--- src/rtl/idr_pkg.sv ---
// ----------------------------------------------------------------------------
// idr_pkg
// Shared types, constants and helper functions for the radix digit converter.
// ----------------------------------------------------------------------------
package idr_pkg;

  localparam int VALUE_W    = 31;
  localparam int SYM_W      = 8;
  localparam int BASE_W     = 5;
  localparam int DIGIT_W    = 4;
  localparam int MAX_RADIX  = 16;
  localparam int MAX_DIGITS = 31;
  localparam int CNT_W      = 5;
  localparam int BIT_CNT_W  = $clog2(VALUE_W);
  localparam int CFG_IDX_W  = 2;
  localparam int CFG_DATA_W = 64;
  localparam int ALPHA_W    = 64;

  localparam logic [CFG_IDX_W-1:0] REG_RADIX         = 2'd0;
  localparam logic [CFG_IDX_W-1:0] REG_ALPHABET_LOW  = 2'd1;
  localparam logic [CFG_IDX_W-1:0] REG_ALPHABET_HIGH = 2'd2;

  localparam logic [BASE_W-1:0]  RADIX_RESET      = 5'd16;
  localparam logic [ALPHA_W-1:0] ALPHA_LOW_RESET  = 64'd3978425819141910832;
  localparam logic [ALPHA_W-1:0] ALPHA_HIGH_RESET = 64'd5063528411713059128;

  typedef struct packed {
    logic start;
    logic step;
    logic push;
    logic pop;
  } idr_cmd_t;

  typedef struct packed {
    logic bit_done;
    logic quo_zero;
    logic stack_full;
    logic emit_last;
  } idr_status_t;

  function automatic logic [BASE_W-1:0] eff_radix(input logic [BASE_W-1:0] base);
    logic [BASE_W-1:0] r;
    r = base;
    if (r < BASE_W'(2)) begin
      r = BASE_W'(2);
    end else if (r > BASE_W'(MAX_RADIX)) begin
      r = BASE_W'(MAX_RADIX);
    end
    return r;
  endfunction

  function automatic logic [SYM_W-1:0] symbol_of(input logic [DIGIT_W-1:0] d,
                                                 input logic [ALPHA_W-1:0] lo,
                                                 input logic [ALPHA_W-1:0] hi);
    logic [ALPHA_W-1:0] word;
    logic [5:0]         sh;
    word = d[3] ? hi : lo;
    sh   = {d[2:0], 3'b000};
    return word[sh +: SYM_W];
  endfunction

endpackage

--- src/rtl/idr_in_if.sv ---
// ----------------------------------------------------------------------------
// idr_in_if
// Input channel: one integer word per handshake.
// ----------------------------------------------------------------------------
interface idr_in_if import idr_pkg::*; ();
  logic               valid;
  logic               ready;
  logic [VALUE_W-1:0] value;

  modport source (output valid, output value, input ready);
  modport sink   (input valid, input value, output ready);
endinterface

--- src/rtl/idr_out_if.sv ---
// ----------------------------------------------------------------------------
// idr_out_if
// Output channel: one character word per handshake, last flags end of number.
// ----------------------------------------------------------------------------
interface idr_out_if import idr_pkg::*; ();
  logic             valid;
  logic             ready;
  logic [SYM_W-1:0] symbol;
  logic             last;

  modport source (output valid, output symbol, output last, input ready);
  modport sink   (input valid, input symbol, input last, output ready);
endinterface

--- src/rtl/idr_datapath.sv ---
// ----------------------------------------------------------------------------
// idr_datapath
// Config registers, bit-serial restoring divider, digit stack and output reg.
// ----------------------------------------------------------------------------
module idr_datapath import idr_pkg::*; (
  input  logic                  clk,
  input  logic                  rst,
  input  logic                  cfg_we,
  input  logic [CFG_IDX_W-1:0]  cfg_index,
  input  logic [CFG_DATA_W-1:0] cfg_data,
  input  logic [VALUE_W-1:0]    value,
  input  idr_cmd_t              cmd,
  output idr_status_t           status,
  output logic [SYM_W-1:0]      symbol,
  output logic                  last
);

  logic [BASE_W-1:0]    radix_cfg;
  logic [ALPHA_W-1:0]   alpha_low;
  logic [ALPHA_W-1:0]   alpha_high;
  logic [VALUE_W-1:0]   work;
  logic [DIGIT_W-1:0]   rem;
  logic [BIT_CNT_W-1:0] bit_cnt;
  logic [CNT_W-1:0]     count;
  logic [DIGIT_W-1:0]   stack [MAX_DIGITS];

  logic [BASE_W-1:0]    radix;
  logic [BASE_W-1:0]    rem_shift;
  logic [BASE_W-1:0]    rem_sub;
  logic                 ge;
  logic [DIGIT_W-1:0]   rem_next;
  logic [CNT_W-1:0]     top;

  always_comb begin
    radix     = eff_radix(radix_cfg);
    rem_shift = {rem, work[VALUE_W-1]};
    ge        = rem_shift >= radix;
    rem_sub   = rem_shift - radix;
    rem_next  = ge ? rem_sub[DIGIT_W-1:0] : rem_shift[DIGIT_W-1:0];
    top       = count - CNT_W'(1);
  end

  always_comb begin
    status.bit_done   = bit_cnt == BIT_CNT_W'(VALUE_W - 1);
    status.quo_zero   = work == '0;
    status.stack_full = count == CNT_W'(MAX_DIGITS - 1);
    status.emit_last  = count == CNT_W'(1);
  end

  // config registers
  always_ff @(posedge clk) begin
    if (rst) begin
      radix_cfg  <= RADIX_RESET;
      alpha_low  <= ALPHA_LOW_RESET;
      alpha_high <= ALPHA_HIGH_RESET;
    end else if (cfg_we) begin
      unique case (cfg_index)
        REG_RADIX:         radix_cfg  <= cfg_data[BASE_W-1:0];
        REG_ALPHABET_LOW:  alpha_low  <= cfg_data[ALPHA_W-1:0];
        REG_ALPHABET_HIGH: alpha_high <= cfg_data[ALPHA_W-1:0];
        default: ;
      endcase
    end
  end

  // divider and digit count
  always_ff @(posedge clk) begin
    if (rst) begin
      count   <= '0;
      bit_cnt <= '0;
    end else begin
      if (cmd.start) begin
        count   <= '0;
        bit_cnt <= '0;
      end else if (cmd.step) begin
        bit_cnt <= bit_cnt + BIT_CNT_W'(1);
      end else if (cmd.push) begin
        count   <= count + CNT_W'(1);
        bit_cnt <= '0;
      end else if (cmd.pop) begin
        count <= top;
      end
    end
  end

  always_ff @(posedge clk) begin
    if (cmd.start) begin
      work <= value;
      rem  <= '0;
    end else if (cmd.step) begin
      work <= {work[VALUE_W-2:0], ge};
      rem  <= rem_next;
    end else if (cmd.push) begin
      rem <= '0;
    end
  end

  always_ff @(posedge clk) begin
    if (cmd.push) begin
      stack[count] <= rem;
    end
  end

  // output word register
  always_ff @(posedge clk) begin
    if (cmd.pop) begin
      symbol <= symbol_of(stack[top], alpha_low, alpha_high);
      last   <= status.emit_last;
    end
  end

  a_count_range: assert property (@(posedge clk) disable iff (rst)
    count <= CNT_W'(MAX_DIGITS))
    else $error("digit count beyond stack depth");

  a_push_after_div: assert property (@(posedge clk) disable iff (rst)
    cmd.push |-> $past(cmd.step) && $past(status.bit_done))
    else $error("digit pushed before division finished");

  a_pop_has_digit: assert property (@(posedge clk) disable iff (rst)
    cmd.pop |-> count != '0)
    else $error("pop from empty digit stack");

endmodule

--- src/rtl/idr_controller.sv ---
// ----------------------------------------------------------------------------
// idr_controller
// Sequencer: accept, divide digit by digit, then pop digits to the output.
// ----------------------------------------------------------------------------
module idr_controller import idr_pkg::*; (
  input  logic        clk,
  input  logic        rst,
  input  logic        in_valid,
  output logic        in_ready,
  output logic        out_valid,
  input  logic        out_ready,
  input  idr_status_t status,
  output idr_cmd_t    cmd
);

  localparam logic [1:0] S_IDLE = 2'd0;
  localparam logic [1:0] S_DIV  = 2'd1;
  localparam logic [1:0] S_PUSH = 2'd2;
  localparam logic [1:0] S_EMIT = 2'd3;

  logic [1:0] state;
  logic [1:0] state_next;
  logic       out_valid_next;

  always_comb begin
    cmd        = '0;
    state_next = state;
    in_ready   = state == S_IDLE;
    unique case (state)
      S_IDLE: begin
        if (in_valid) begin
          cmd.start  = 1'b1;
          state_next = S_DIV;
        end
      end
      S_DIV: begin
        cmd.step = 1'b1;
        if (status.bit_done) begin
          state_next = S_PUSH;
        end
      end
      S_PUSH: begin
        cmd.push = 1'b1;
        if (status.quo_zero || status.stack_full) begin
          state_next = S_EMIT;
        end else begin
          state_next = S_DIV;
        end
      end
      S_EMIT: begin
        if (!out_valid || out_ready) begin
          cmd.pop = 1'b1;
          if (status.emit_last) begin
            state_next = S_IDLE;
          end
        end
      end
      default: state_next = S_IDLE;
    endcase
  end

  always_comb begin
    priority if (cmd.pop) begin
      out_valid_next = 1'b1;
    end else if (out_ready) begin
      out_valid_next = 1'b0;
    end else begin
      out_valid_next = out_valid;
    end
  end

  always_ff @(posedge clk) begin
    if (rst) begin
      state     <= S_IDLE;
      out_valid <= 1'b0;
    end else begin
      state     <= state_next;
      out_valid <= out_valid_next;
    end
  end

  a_pop_needs_slot: assert property (@(posedge clk) disable iff (rst)
    cmd.pop |-> !out_valid || out_ready)
    else $error("output word overwritten");

  a_short_number: assert property (@(posedge clk) disable iff (rst)
    (state == S_PUSH && status.quo_zero) |=> state == S_EMIT)
    else $error("conversion did not stop at zero quotient");

  a_idle_quiet: assert property (@(posedge clk) disable iff (rst)
    state == S_IDLE |-> !cmd.step && !cmd.push && !cmd.pop)
    else $error("datapath command while idle");

endmodule

--- src/rtl/integer_to_radix_digits.sv ---
// ----------------------------------------------------------------------------
// integer_to_radix_digits
// Converts a 31-bit integer to alphabet characters in a configurable radix.
// ----------------------------------------------------------------------------
// one number at a time: per digit, one divider step per value bit, then a push
// then characters pop out, one per cycle while the output is free
// input is ready only in idle; a number has at most 31 digits
// the bit-serial divider, one quotient bit per cycle, sets the rate
// reset clears the sequencer and output valid and restores the config
// registers; the digit stack is not cleared
module integer_to_radix_digits import idr_pkg::*; (
  input  logic                  clk,
  input  logic                  rst,
  input  logic                  cfg_we,
  input  logic [CFG_IDX_W-1:0]  cfg_index,
  input  logic [CFG_DATA_W-1:0] cfg_data,
  idr_in_if.sink                number,
  idr_out_if.source             chars
);

  idr_cmd_t    cmd;
  idr_status_t status;

  idr_controller u_ctrl (
    .clk       (clk),
    .rst       (rst),
    .in_valid  (number.valid),
    .in_ready  (number.ready),
    .out_valid (chars.valid),
    .out_ready (chars.ready),
    .status    (status),
    .cmd       (cmd)
  );

  idr_datapath u_dp (
    .clk       (clk),
    .rst       (rst),
    .cfg_we    (cfg_we),
    .cfg_index (cfg_index),
    .cfg_data  (cfg_data),
    .value     (number.value),
    .cmd       (cmd),
    .status    (status),
    .symbol    (chars.symbol),
    .last      (chars.last)
  );

endmodule
--- src/flat_wrapper.sv ---
// flat-port wrapper written by rule: the top's interface ports become plain ports
module integer_to_radix_digits_flat import idr_pkg::*;
  (clk, rst, cfg_we, cfg_index, cfg_data, number_valid, number_value, number_ready, chars_valid, chars_symbol, chars_last, chars_ready);
  idr_in_if number_i ();
  idr_out_if chars_i ();
  input  logic clk;
  input  logic rst;
  input  logic cfg_we;
  input  logic [CFG_IDX_W-1:0] cfg_index;
  input  logic [CFG_DATA_W-1:0] cfg_data;
  input wire logic [$bits(number_i.valid)-1:0] number_valid;
  input wire logic [$bits(number_i.value)-1:0] number_value;
  output wire logic [$bits(number_i.ready)-1:0] number_ready;
  output wire logic [$bits(chars_i.valid)-1:0] chars_valid;
  output wire logic [$bits(chars_i.symbol)-1:0] chars_symbol;
  output wire logic [$bits(chars_i.last)-1:0] chars_last;
  input wire logic [$bits(chars_i.ready)-1:0] chars_ready;
  assign number_i.valid = number_valid;
  assign number_i.value = number_value;
  assign number_ready = number_i.ready;
  assign chars_valid = chars_i.valid;
  assign chars_symbol = chars_i.symbol;
  assign chars_last = chars_i.last;
  assign chars_i.ready = chars_ready;
  integer_to_radix_digits u_core (.clk(clk), .rst(rst), .cfg_we(cfg_we), .cfg_index(cfg_index), .cfg_data(cfg_data), .number(number_i), .chars(chars_i));
endmodule
--- config.mk ---
export PLATFORM = sky130hd
export DESIGN_NAME = integer_to_radix_digits_flat
export DESIGN_NICKNAME = d
export VERILOG_FILES = /design/src/rtl/idr_pkg.sv /design/src/rtl/idr_in_if.sv /design/src/rtl/idr_out_if.sv /design/src/rtl/idr_datapath.sv /design/src/rtl/idr_controller.sv /design/src/rtl/integer_to_radix_digits.sv /design/src/flat_wrapper.sv
export SDC_FILE = /design/constraint.sdc
export NUM_CORES = 1
export LEC_CHECK = 0
export BUFFER_PORTS_ARGS = -buffer_cell sky130_fd_sc_hd__buf_2
export CORE_UTILIZATION = 58
export CTS_CLUSTER_SIZE = 40
export DETAILED_ROUTE_END_ITERATION = 6
export GPL_ROUTABILITY_DRIVEN = 0
export PLACE_DENSITY = 0.87
export SLEW_MARGIN = 40
export SYNTH_ARGS = -nofsm -noshare
export SYNTH_HDL_FRONTEND = slang
export SYNTH_SLANG_ARGS = --single-unit
--- constraint.sdc ---
create_clock -name clk -period 5.6 [get_ports clk]
set_clock_uncertainty 0.2 [all_clocks]
set_input_delay 0.56 -clock clk [delete_from_list [all_inputs] [get_ports clk]]
set_output_delay 0.56 -clock clk [all_outputs]
set_load 0.02 [all_outputs]
# After elaboration in Yosys (flattened, before gate mapping)
# Memory sizes are Yosys's and may differ from the RTL's.
# Index checks and enable logic that the tools add are counted.
[classes] shifts=1 n_eq_ne=12 n_reduce_logical=16 n_bitwise=1 magnitude_cmp=3 muxes=28 add_sub_neg=4
[op_table] op="$mux W64" count=1
[op_table] op="$shiftx A64 B7 Y8" count=1
[op_table] op="$mux W31" count=2
[op_table] op="$logic_not A31 Y1" count=1
[op_table] op="$mux W5" count=6
[op_table] op="$mux W4" count=3
[op_table] op="$add A5 B1 Y5 const B" count=2
[op_table] op="$eq A5 B5 Y1 const B" count=2
[op_table] op="$mux W1" count=10
[op_table] op="$mux W2" count=5
[op_table] op="$pmux W2 S4" count=1
[op_table] op="$reduce_and A2 Y1" count=4
[op_table] op="$reduce_bool A2 Y1" count=4
[op_table] op="$eq A2 B2 Y1 const B" count=3
[op_table] op="$eq A5 B1 Y1 const B" count=1
[op_table] op="$ge A5 B5 Y1" count=1
[op_table] op="$gt A5 B5 Y1 const B" count=1
[op_table] op="$lt A5 B2 Y1 const B" count=1
[op_table] op="$sub A5 B1 Y5 const B" count=1
[op_table] op="$eq A2 B1 Y1 const B" count=2
[op_table] op="$logic_not A2 Y1" count=2
[op_table] op="$ne A2 B1 Y1 const B" count=2
[op_table] op="$ne A2 B2 Y1 const B" count=2
[op_table] op="$reduce_and A4 Y1" count=1
[op_table] op="5 further kinds" count=6
[totals] n_memories=1 elab_cells=77 in_bits=102 ff_bits=190 out_inout_bits=11 mem_bits_rw=124
[memory_table] memory="u_core.u_dp.stack" depth=31 word_bits=4 read_ports=1 rd_ports_with_merged_regs=0 write_ports=1 line_no="idr_datapath.sv:25" source="logic [DIGIT_W-1:0] stack [MAX_DIGITS];"

# Depth between registers and ports, before layout
[logic_depth] depth_word=6 depth_mapped=16 depth_no_buf=13

# Cells and area by module
# A second synthesis with hierarchy kept.
[hier_totals] hier_cells=1253 area_unflattened_um2=13860.8
[modules_own_cells] module="idr_datapath" area_each_um2=13665.6 cells_each=1232 n_inst=1 seq_area_each_um2=7867.5
[modules_own_cells] module="idr_controller" area_each_um2=195.2 cells_each=21 n_inst=1 seq_area_each_um2=60.1

# Least setup slack after synthesis
# No wires, ideal clock.
[synth_path] path_kind="register to register" from="reg u_core.u_dp.count[0]" to="reg u_core.u_dp.symbol[0], data pin" setup_time_ns=0.272 required_time_ns=5.128 arrival_time_ns=3.678 stages_incl_launch_ff=15 path_slack_ns=1.451 synth_period_minus_slack_ns=4.149 path_cell_list="dfxtp_1 -> buf_4 -> buf_6 -> inv_1 -> ha_1 -> clkbuf_1 -> mux4_2 -> and3_1 -> a31oi_1 -> o311a_4 -> buf_4 -> buf_2 -> mux2i_1 -> o22ai_1 -> or4_1"
[synth_via] elab_chain_len=4
[synth_lines] item="from (decl)" line_no="idr_datapath.sv:24" source="logic [CNT_W-1:0] count;"
[synth_lines] item="from (signal assigned)" line_no="idr_datapath.sv:78" source="count <= count + CNT_W'(1);"
[synth_lines] item="from (signal assigned)" line_no="idr_datapath.sv:81" source="count <= top;"
[synth_lines] item="$sub A5 B1 Y5 (*)" line_no="idr_datapath.sv:40" source="top = count - CNT_W'(1);"
[synth_lines] item="$mem_v2 Z31 W4 (*)"
[synth_lines] item="$mux W64" line_no="idr_pkg.sv:57" source="word = d[3] ? hi : lo;"
[synth_lines] item="$shiftx A64 B7 Y8 (*)" line_no="idr_pkg.sv:59" source="return word[sh +: SYM_W];"
[synth_lines] item="to (signal assigned)" line_no="idr_datapath.sv:107" source="symbol <= symbol_of(stack[top], alpha_low, alpha_high);"
[synth_lines] item="to (decl)" line_no="idr_datapath.sv:14" source="output logic [SYM_W-1:0] symbol,"
# Every way passes the cells marked *; elsewhere a longest branch is shown, timed or not.
# A chain may end at the register's enable or synchronous reset.

# Final worst setup path
[layout_path] from="reg u_core.u_dp.count[1]" to="reg u_core.u_dp.symbol[1], data pin"
# The elaborated chain is that of the path after synthesis.

==> flow_summary_export.csv <==
group,metric,value,unit
timing,final_number_of_max_transition_violations,0,
die,ios,113,
worst_setup_path,cp.required,5.68,ns
clock_tree,worst_setup_hold_path_clk_slew,0.07,ns
synth,netlist_top_cells_area,"sky130_fd_sc_hd__edfxtp_1 (36%), sky130_fd_sc_hd__dfxtp_1 (22%), sky130_fd_sc_hd__nand2_1 (7.8%), sky130_fd_sc_hd__mux2i_1 (5.1%), sky130_fd_sc_hd__mux4_2 (4.3%)",
cells_and_area,area.sequential,7930,um2
routing,detail_route.wl_per_cell,20.1,um
timing,max_freq,0.209,GHz
global_route,first_global_vias,9588,
timing,slew_headroom,0.444,
power_and_ir_drop,max-vdd-ir-drop,0.500,mV
clock_tree,cts-buffers-inserted,29,
worst_setup_path,cp.depth,9,
die,die-height,155,um
synth,postSynth.topFlopCell,"sky130_fd_sc_hd__edfxtp_1",
cells_and_area,post_layout_utilization_of_the_core,0.670,
clock_tree,post-cts-setup-buffers,0,
worst_setup_path,timing.critical_path.to,"u_core.u_dp.symbol[1]",
synth,post_synth_instance_area,13600,um2
clock_tree,clockRootBuffer,"sky130_fd_sc_hd__clkbuf_16",
routing,first_pass_iters,5,
global_route,antenna_violations_before_repair,0,
worst_setup_path,critPathTopFamily,"compound AO/OA/AOI/OAI gates",
synth,synth.top_cell.area_share,0.362,
synth,synth.distinct_cells,57,
synth,syn_inst,1196,
cells_and_area,fillerInstances,1608,
global_route,grt_overflow_total,0,
synth,postSynth.asyncResetShare,0,
synth,yosys_register_bits,314,
routing,remaining_drc_errors,0,
global_route,grt_pass1_wl,50.9,mm
clock_tree,tritoncts,"done",
worst_setup_path,path_max_fanout,50,
run_status,status,"complete, no violations",
clock_tree,ctsHoldBuffers,0,
worst_setup_path,worstSetupPathType,"register to register",
routing,avgViaCountPerCell,6.03,
clock_tree,clkLatencyLatePin,0.55,ns
synth,total_nets_after_synthesis,1315,
die,placement_rows,55,
die,die-width,155,um
timing,setup-violations-final,0,
timing,holdWs,0.0488,ns
worst_setup_path,worstPathBufferInverterCount,2,
synth,yosysSeqAreaShare,0.582,
clock_tree,postCtsResizedCells,0,
worst_setup_path,crit_path_cell_trace,"inv_1, ha_1, buf_4, mux4_2, a31oi_1, o311a_4, mux2_2, a22o_1, or4_1",
die,start_util,0.596,
synth,synth-warning-count,0,
worst_setup_path,end_kind,"register",
routing,routed_wl,32.5,mm
timing,layout_setup_ws,0.807,ns
clock_tree,cts_max_path_buffers,3,
worst_setup_path,reg2reg_to,"u_core.u_dp.symbol[1]",
timing,tightestPinTransition,0.834,ns
placement,post-dp-hpwl,20.6,mm
timing,final_hold_viol_count,0,
worst_setup_path,critical_path.max_stage_delay,0.77,ns
clock_tree,clock_tree_sinks,314,
synth,avg_synthesized_cell_area,11.4,um2
placement,dp_worst_setup_slack,0.949,ns
cells_and_area,syn_to_final_growth,12.5,%
power_and_ir_drop,power_per_cell_area,525,nW/um2
worst_setup_path,start_kind,"register",
cells_and_area,post_route_cells_drive_above_1_share,0.197,
routing,number_of_nets_with_antenna_violations_after_routing,0,
routing,drt_iter0_drc,1251,
worst_setup_path,internal_reg_to_reg_setup_slack,0.81,ns
worst_setup_path,worst-endpoint-arrival,4.87,ns
timing,final_period_minus_worst_setup_slack,4.79,ns
power_and_ir_drop,cellLeakagePower,5.77,nW
placement,io_buffer_count,112,
worst_setup_path,crit_slowest_cell,"sky130_fd_sc_hd__o311a_4",
worst_setup_path,critPathLaunch,"u_core.u_dp.count[1]",
global_route,grt_use_total,0.272,
die,die_area,24100,um2
worst_setup_path,worstReg2RegStart,"u_core.u_dp.count[1]",
timing,finalCritPeriodShare,0.856,
timing,totalNegativeSetupSlack,0,ns
synth,yosysTopAreaCell,"sky130_fd_sc_hd__edfxtp_1",
hold_path,worst_hold_path_type,"primary input to register",
timing,rsz_0062_raised_after_global_routing,"no",
cells_and_area,ant_cells,0,
global_route,grt_start_max_net_pins,133,
synth,synth_enable_flop_cells,164,
worst_setup_path,timing.reg2reg.worst_path_depth,9,
die,coreArea,22800,um2
run,cap_viol_max_count,0,
cells_and_area,nets,1399,
cells_and_area,multi_input_area,5300,um2
clock_tree,h-tree-depth,1,
routing,dr_total_vias,9731,
-- logic make-up after synthesis --
group                    count (synthesis)  share of synthesized area
AND/OR/NAND/NOR                        465                      0.156
buffers and inverters                   88                     0.0292
multiplexers                           146                      0.137
flip-flops                             314                      0.582
AO/OA/AOI/OAI                          151                     0.0673
adder cells (fa/ha/maj)                 17                     0.0162
XOR/XNOR                                15                     0.0110
-- cells in the mapped netlist (all sizes together) (3+ instances only) --
cell type and count:
a211o 3, a211oi 5, a21o 3, a21oi 90, a22o 8, a2bb2oi 3, a31oi 4, and2 3
buf 23, clkbuf 51, dfxtp 150, edfxtp 164, ha 16, inv 14, mux2 50, mux2i 70
mux4 26, nand2 283, nand2b 7, nand3 4, nand3b 56, nand4 9, nor2 66, nor2b 5
nor3 8, nor4 7, o22ai 25, or4 8, xnor2 9, xor2 6
-- layer usage --
| metal | wire (um) | GRT usage | part of all wire | up-vias |
|---|---|---|---|---|
| met5 | 0 | 0 | 0 | - |
| met4 | 1300 | 0.115 | 0.040 | 0 |
| li1 | - | - | - | 4435 |
| met1 | 12800 | 0.361 | 0.40 | 4711 |
| met2 | 15600 | 0.450 | 0.48 | 484 |
| met3 | 2690 | 0.0387 | 0.083 | 101 |
-- tightest hold or removal path, delay by kind of cell --
family,cells,cell delay (ns)
buf+inv,1,0.08
simple gates,2,0.10
-- registers in the layout, indices dropped and copies added (netlist names) --
| register | cells |
|---|---|
| u_core.u_ctrl.out_valid | 1 |
| u_core.u_ctrl.state | 2 |
| u_core.u_dp.alpha_high | 64 |
| u_core.u_dp.alpha_low | 64 |
| u_core.u_dp.bit_cnt | 5 |
| u_core.u_dp.count | 5 |
| u_core.u_dp.last | 1 |
| u_core.u_dp.radix_cfg | 5 |
| u_core.u_dp.rem | 4 |
| u_core.u_dp.stack | 124 |
| u_core.u_dp.symbol | 8 |
| u_core.u_dp.work | 31 |
-- power breakdown --
group          internal (mW)  switching, mW  total (mW)
Clock                   1.15          0.845        2.00
Sequential              2.77          0.170        2.94
Combinational           1.34           1.76        3.10
-- metrics by stage --
stage / area [um2] / total power, mW / std cells
floorplan: 13600 / 5.37 / 1196
global placement: 14300 / 5.87 / 1562
detailed placement: 14400 / 5.99 / 1562
CTS: 15300 / 7.99 / 1615
global route: 15300 / 8.36 / 1615
finish: 15300 / 8.04 / 1615
-- area by class of cell --
| class | instances | area share |
|---|---|---|
| well taps | 313 | 0.0256 |
| clock buffers | 33 | 0.0497 |
| clock inverters | 20 | 0.0125 |
| inverters | 14 | 0.00343 |
| repair buffers | 127 | 0.0445 |
| flip-flops and latches | 314 | 0.518 |
| multi-input cells | 794 | 0.346 |
-- worst min path at each step --
stage	startpoint	end	slack, ns	depth (start not counted)
global route	cfg_data[50]	u_core.u_dp.alpha_low[50]	0.05	3
CTS	cfg_data[50]	u_core.u_dp.alpha_high[50]	0.04	3
finish	cfg_data[38]	u_core.u_dp.alpha_high[38]	0.05	3
detailed placement	u_core.u_dp.alpha_low[46]	u_core.u_dp.alpha_low[46]	0.25	2
floorplan	u_core.u_dp.alpha_low[58]	u_core.u_dp.alpha_low[58]	0.23	2
global placement	u_core.u_dp.alpha_low[47]	u_core.u_dp.alpha_low[47]	0.24	2
-- cell usage in the layout (no fill, tap or decap), types with 3 or more instances in the layout --
master,Yosys,routed
sky130_fd_sc_hd__a2bb2oi_1,3,3
sky130_fd_sc_hd__nor3_1,7,6
sky130_fd_sc_hd__nand2_1,283,283
sky130_fd_sc_hd__ha_1,16,16
sky130_fd_sc_hd__a21oi_1,90,90
sky130_fd_sc_hd__clkbuf_16,0,29
sky130_fd_sc_hd__nand3b_1,56,56
sky130_fd_sc_hd__bufinv_16,0,4
sky130_fd_sc_hd__nand2b_1,7,7
sky130_fd_sc_hd__mux4_2,26,26
sky130_fd_sc_hd__a22o_1,8,8
sky130_fd_sc_hd__dfxtp_2,0,3
sky130_fd_sc_hd__nand3_1,4,4
sky130_fd_sc_hd__dfxtp_1,150,147
sky130_fd_sc_hd__o22ai_1,25,25
sky130_fd_sc_hd__clkbuf_8,0,3
sky130_fd_sc_hd__nor2b_1,5,5
sky130_fd_sc_hd__mux2_2,41,41
sky130_fd_sc_hd__and2_1,3,3
sky130_fd_sc_hd__edfxtp_1,164,164
sky130_fd_sc_hd__a21o_1,3,3
sky130_fd_sc_hd__mux2_4,6,6
sky130_fd_sc_hd__mux2i_1,70,70
sky130_fd_sc_hd__nor2_1,66,66
sky130_fd_sc_hd__buf_4,5,15
sky130_fd_sc_hd__nor4_1,7,7
sky130_fd_sc_hd__buf_2,6,111
sky130_fd_sc_hd__xnor2_1,8,8
sky130_fd_sc_hd__nand4_1,9,9
sky130_fd_sc_hd__or4_1,8,8
sky130_fd_sc_hd__inv_1,14,14
sky130_fd_sc_hd__clkinv_2,0,6
sky130_fd_sc_hd__clkinv_1,0,9
sky130_fd_sc_hd__xor2_1,6,6
sky130_fd_sc_hd__a211oi_1,3,3
sky130_fd_sc_hd__a31oi_1,4,4
sky130_fd_sc_hd__mux2_1,3,3
sky130_fd_sc_hd__a211o_1,3,3
No activity file was read; power rests on OpenSTA's default activity.
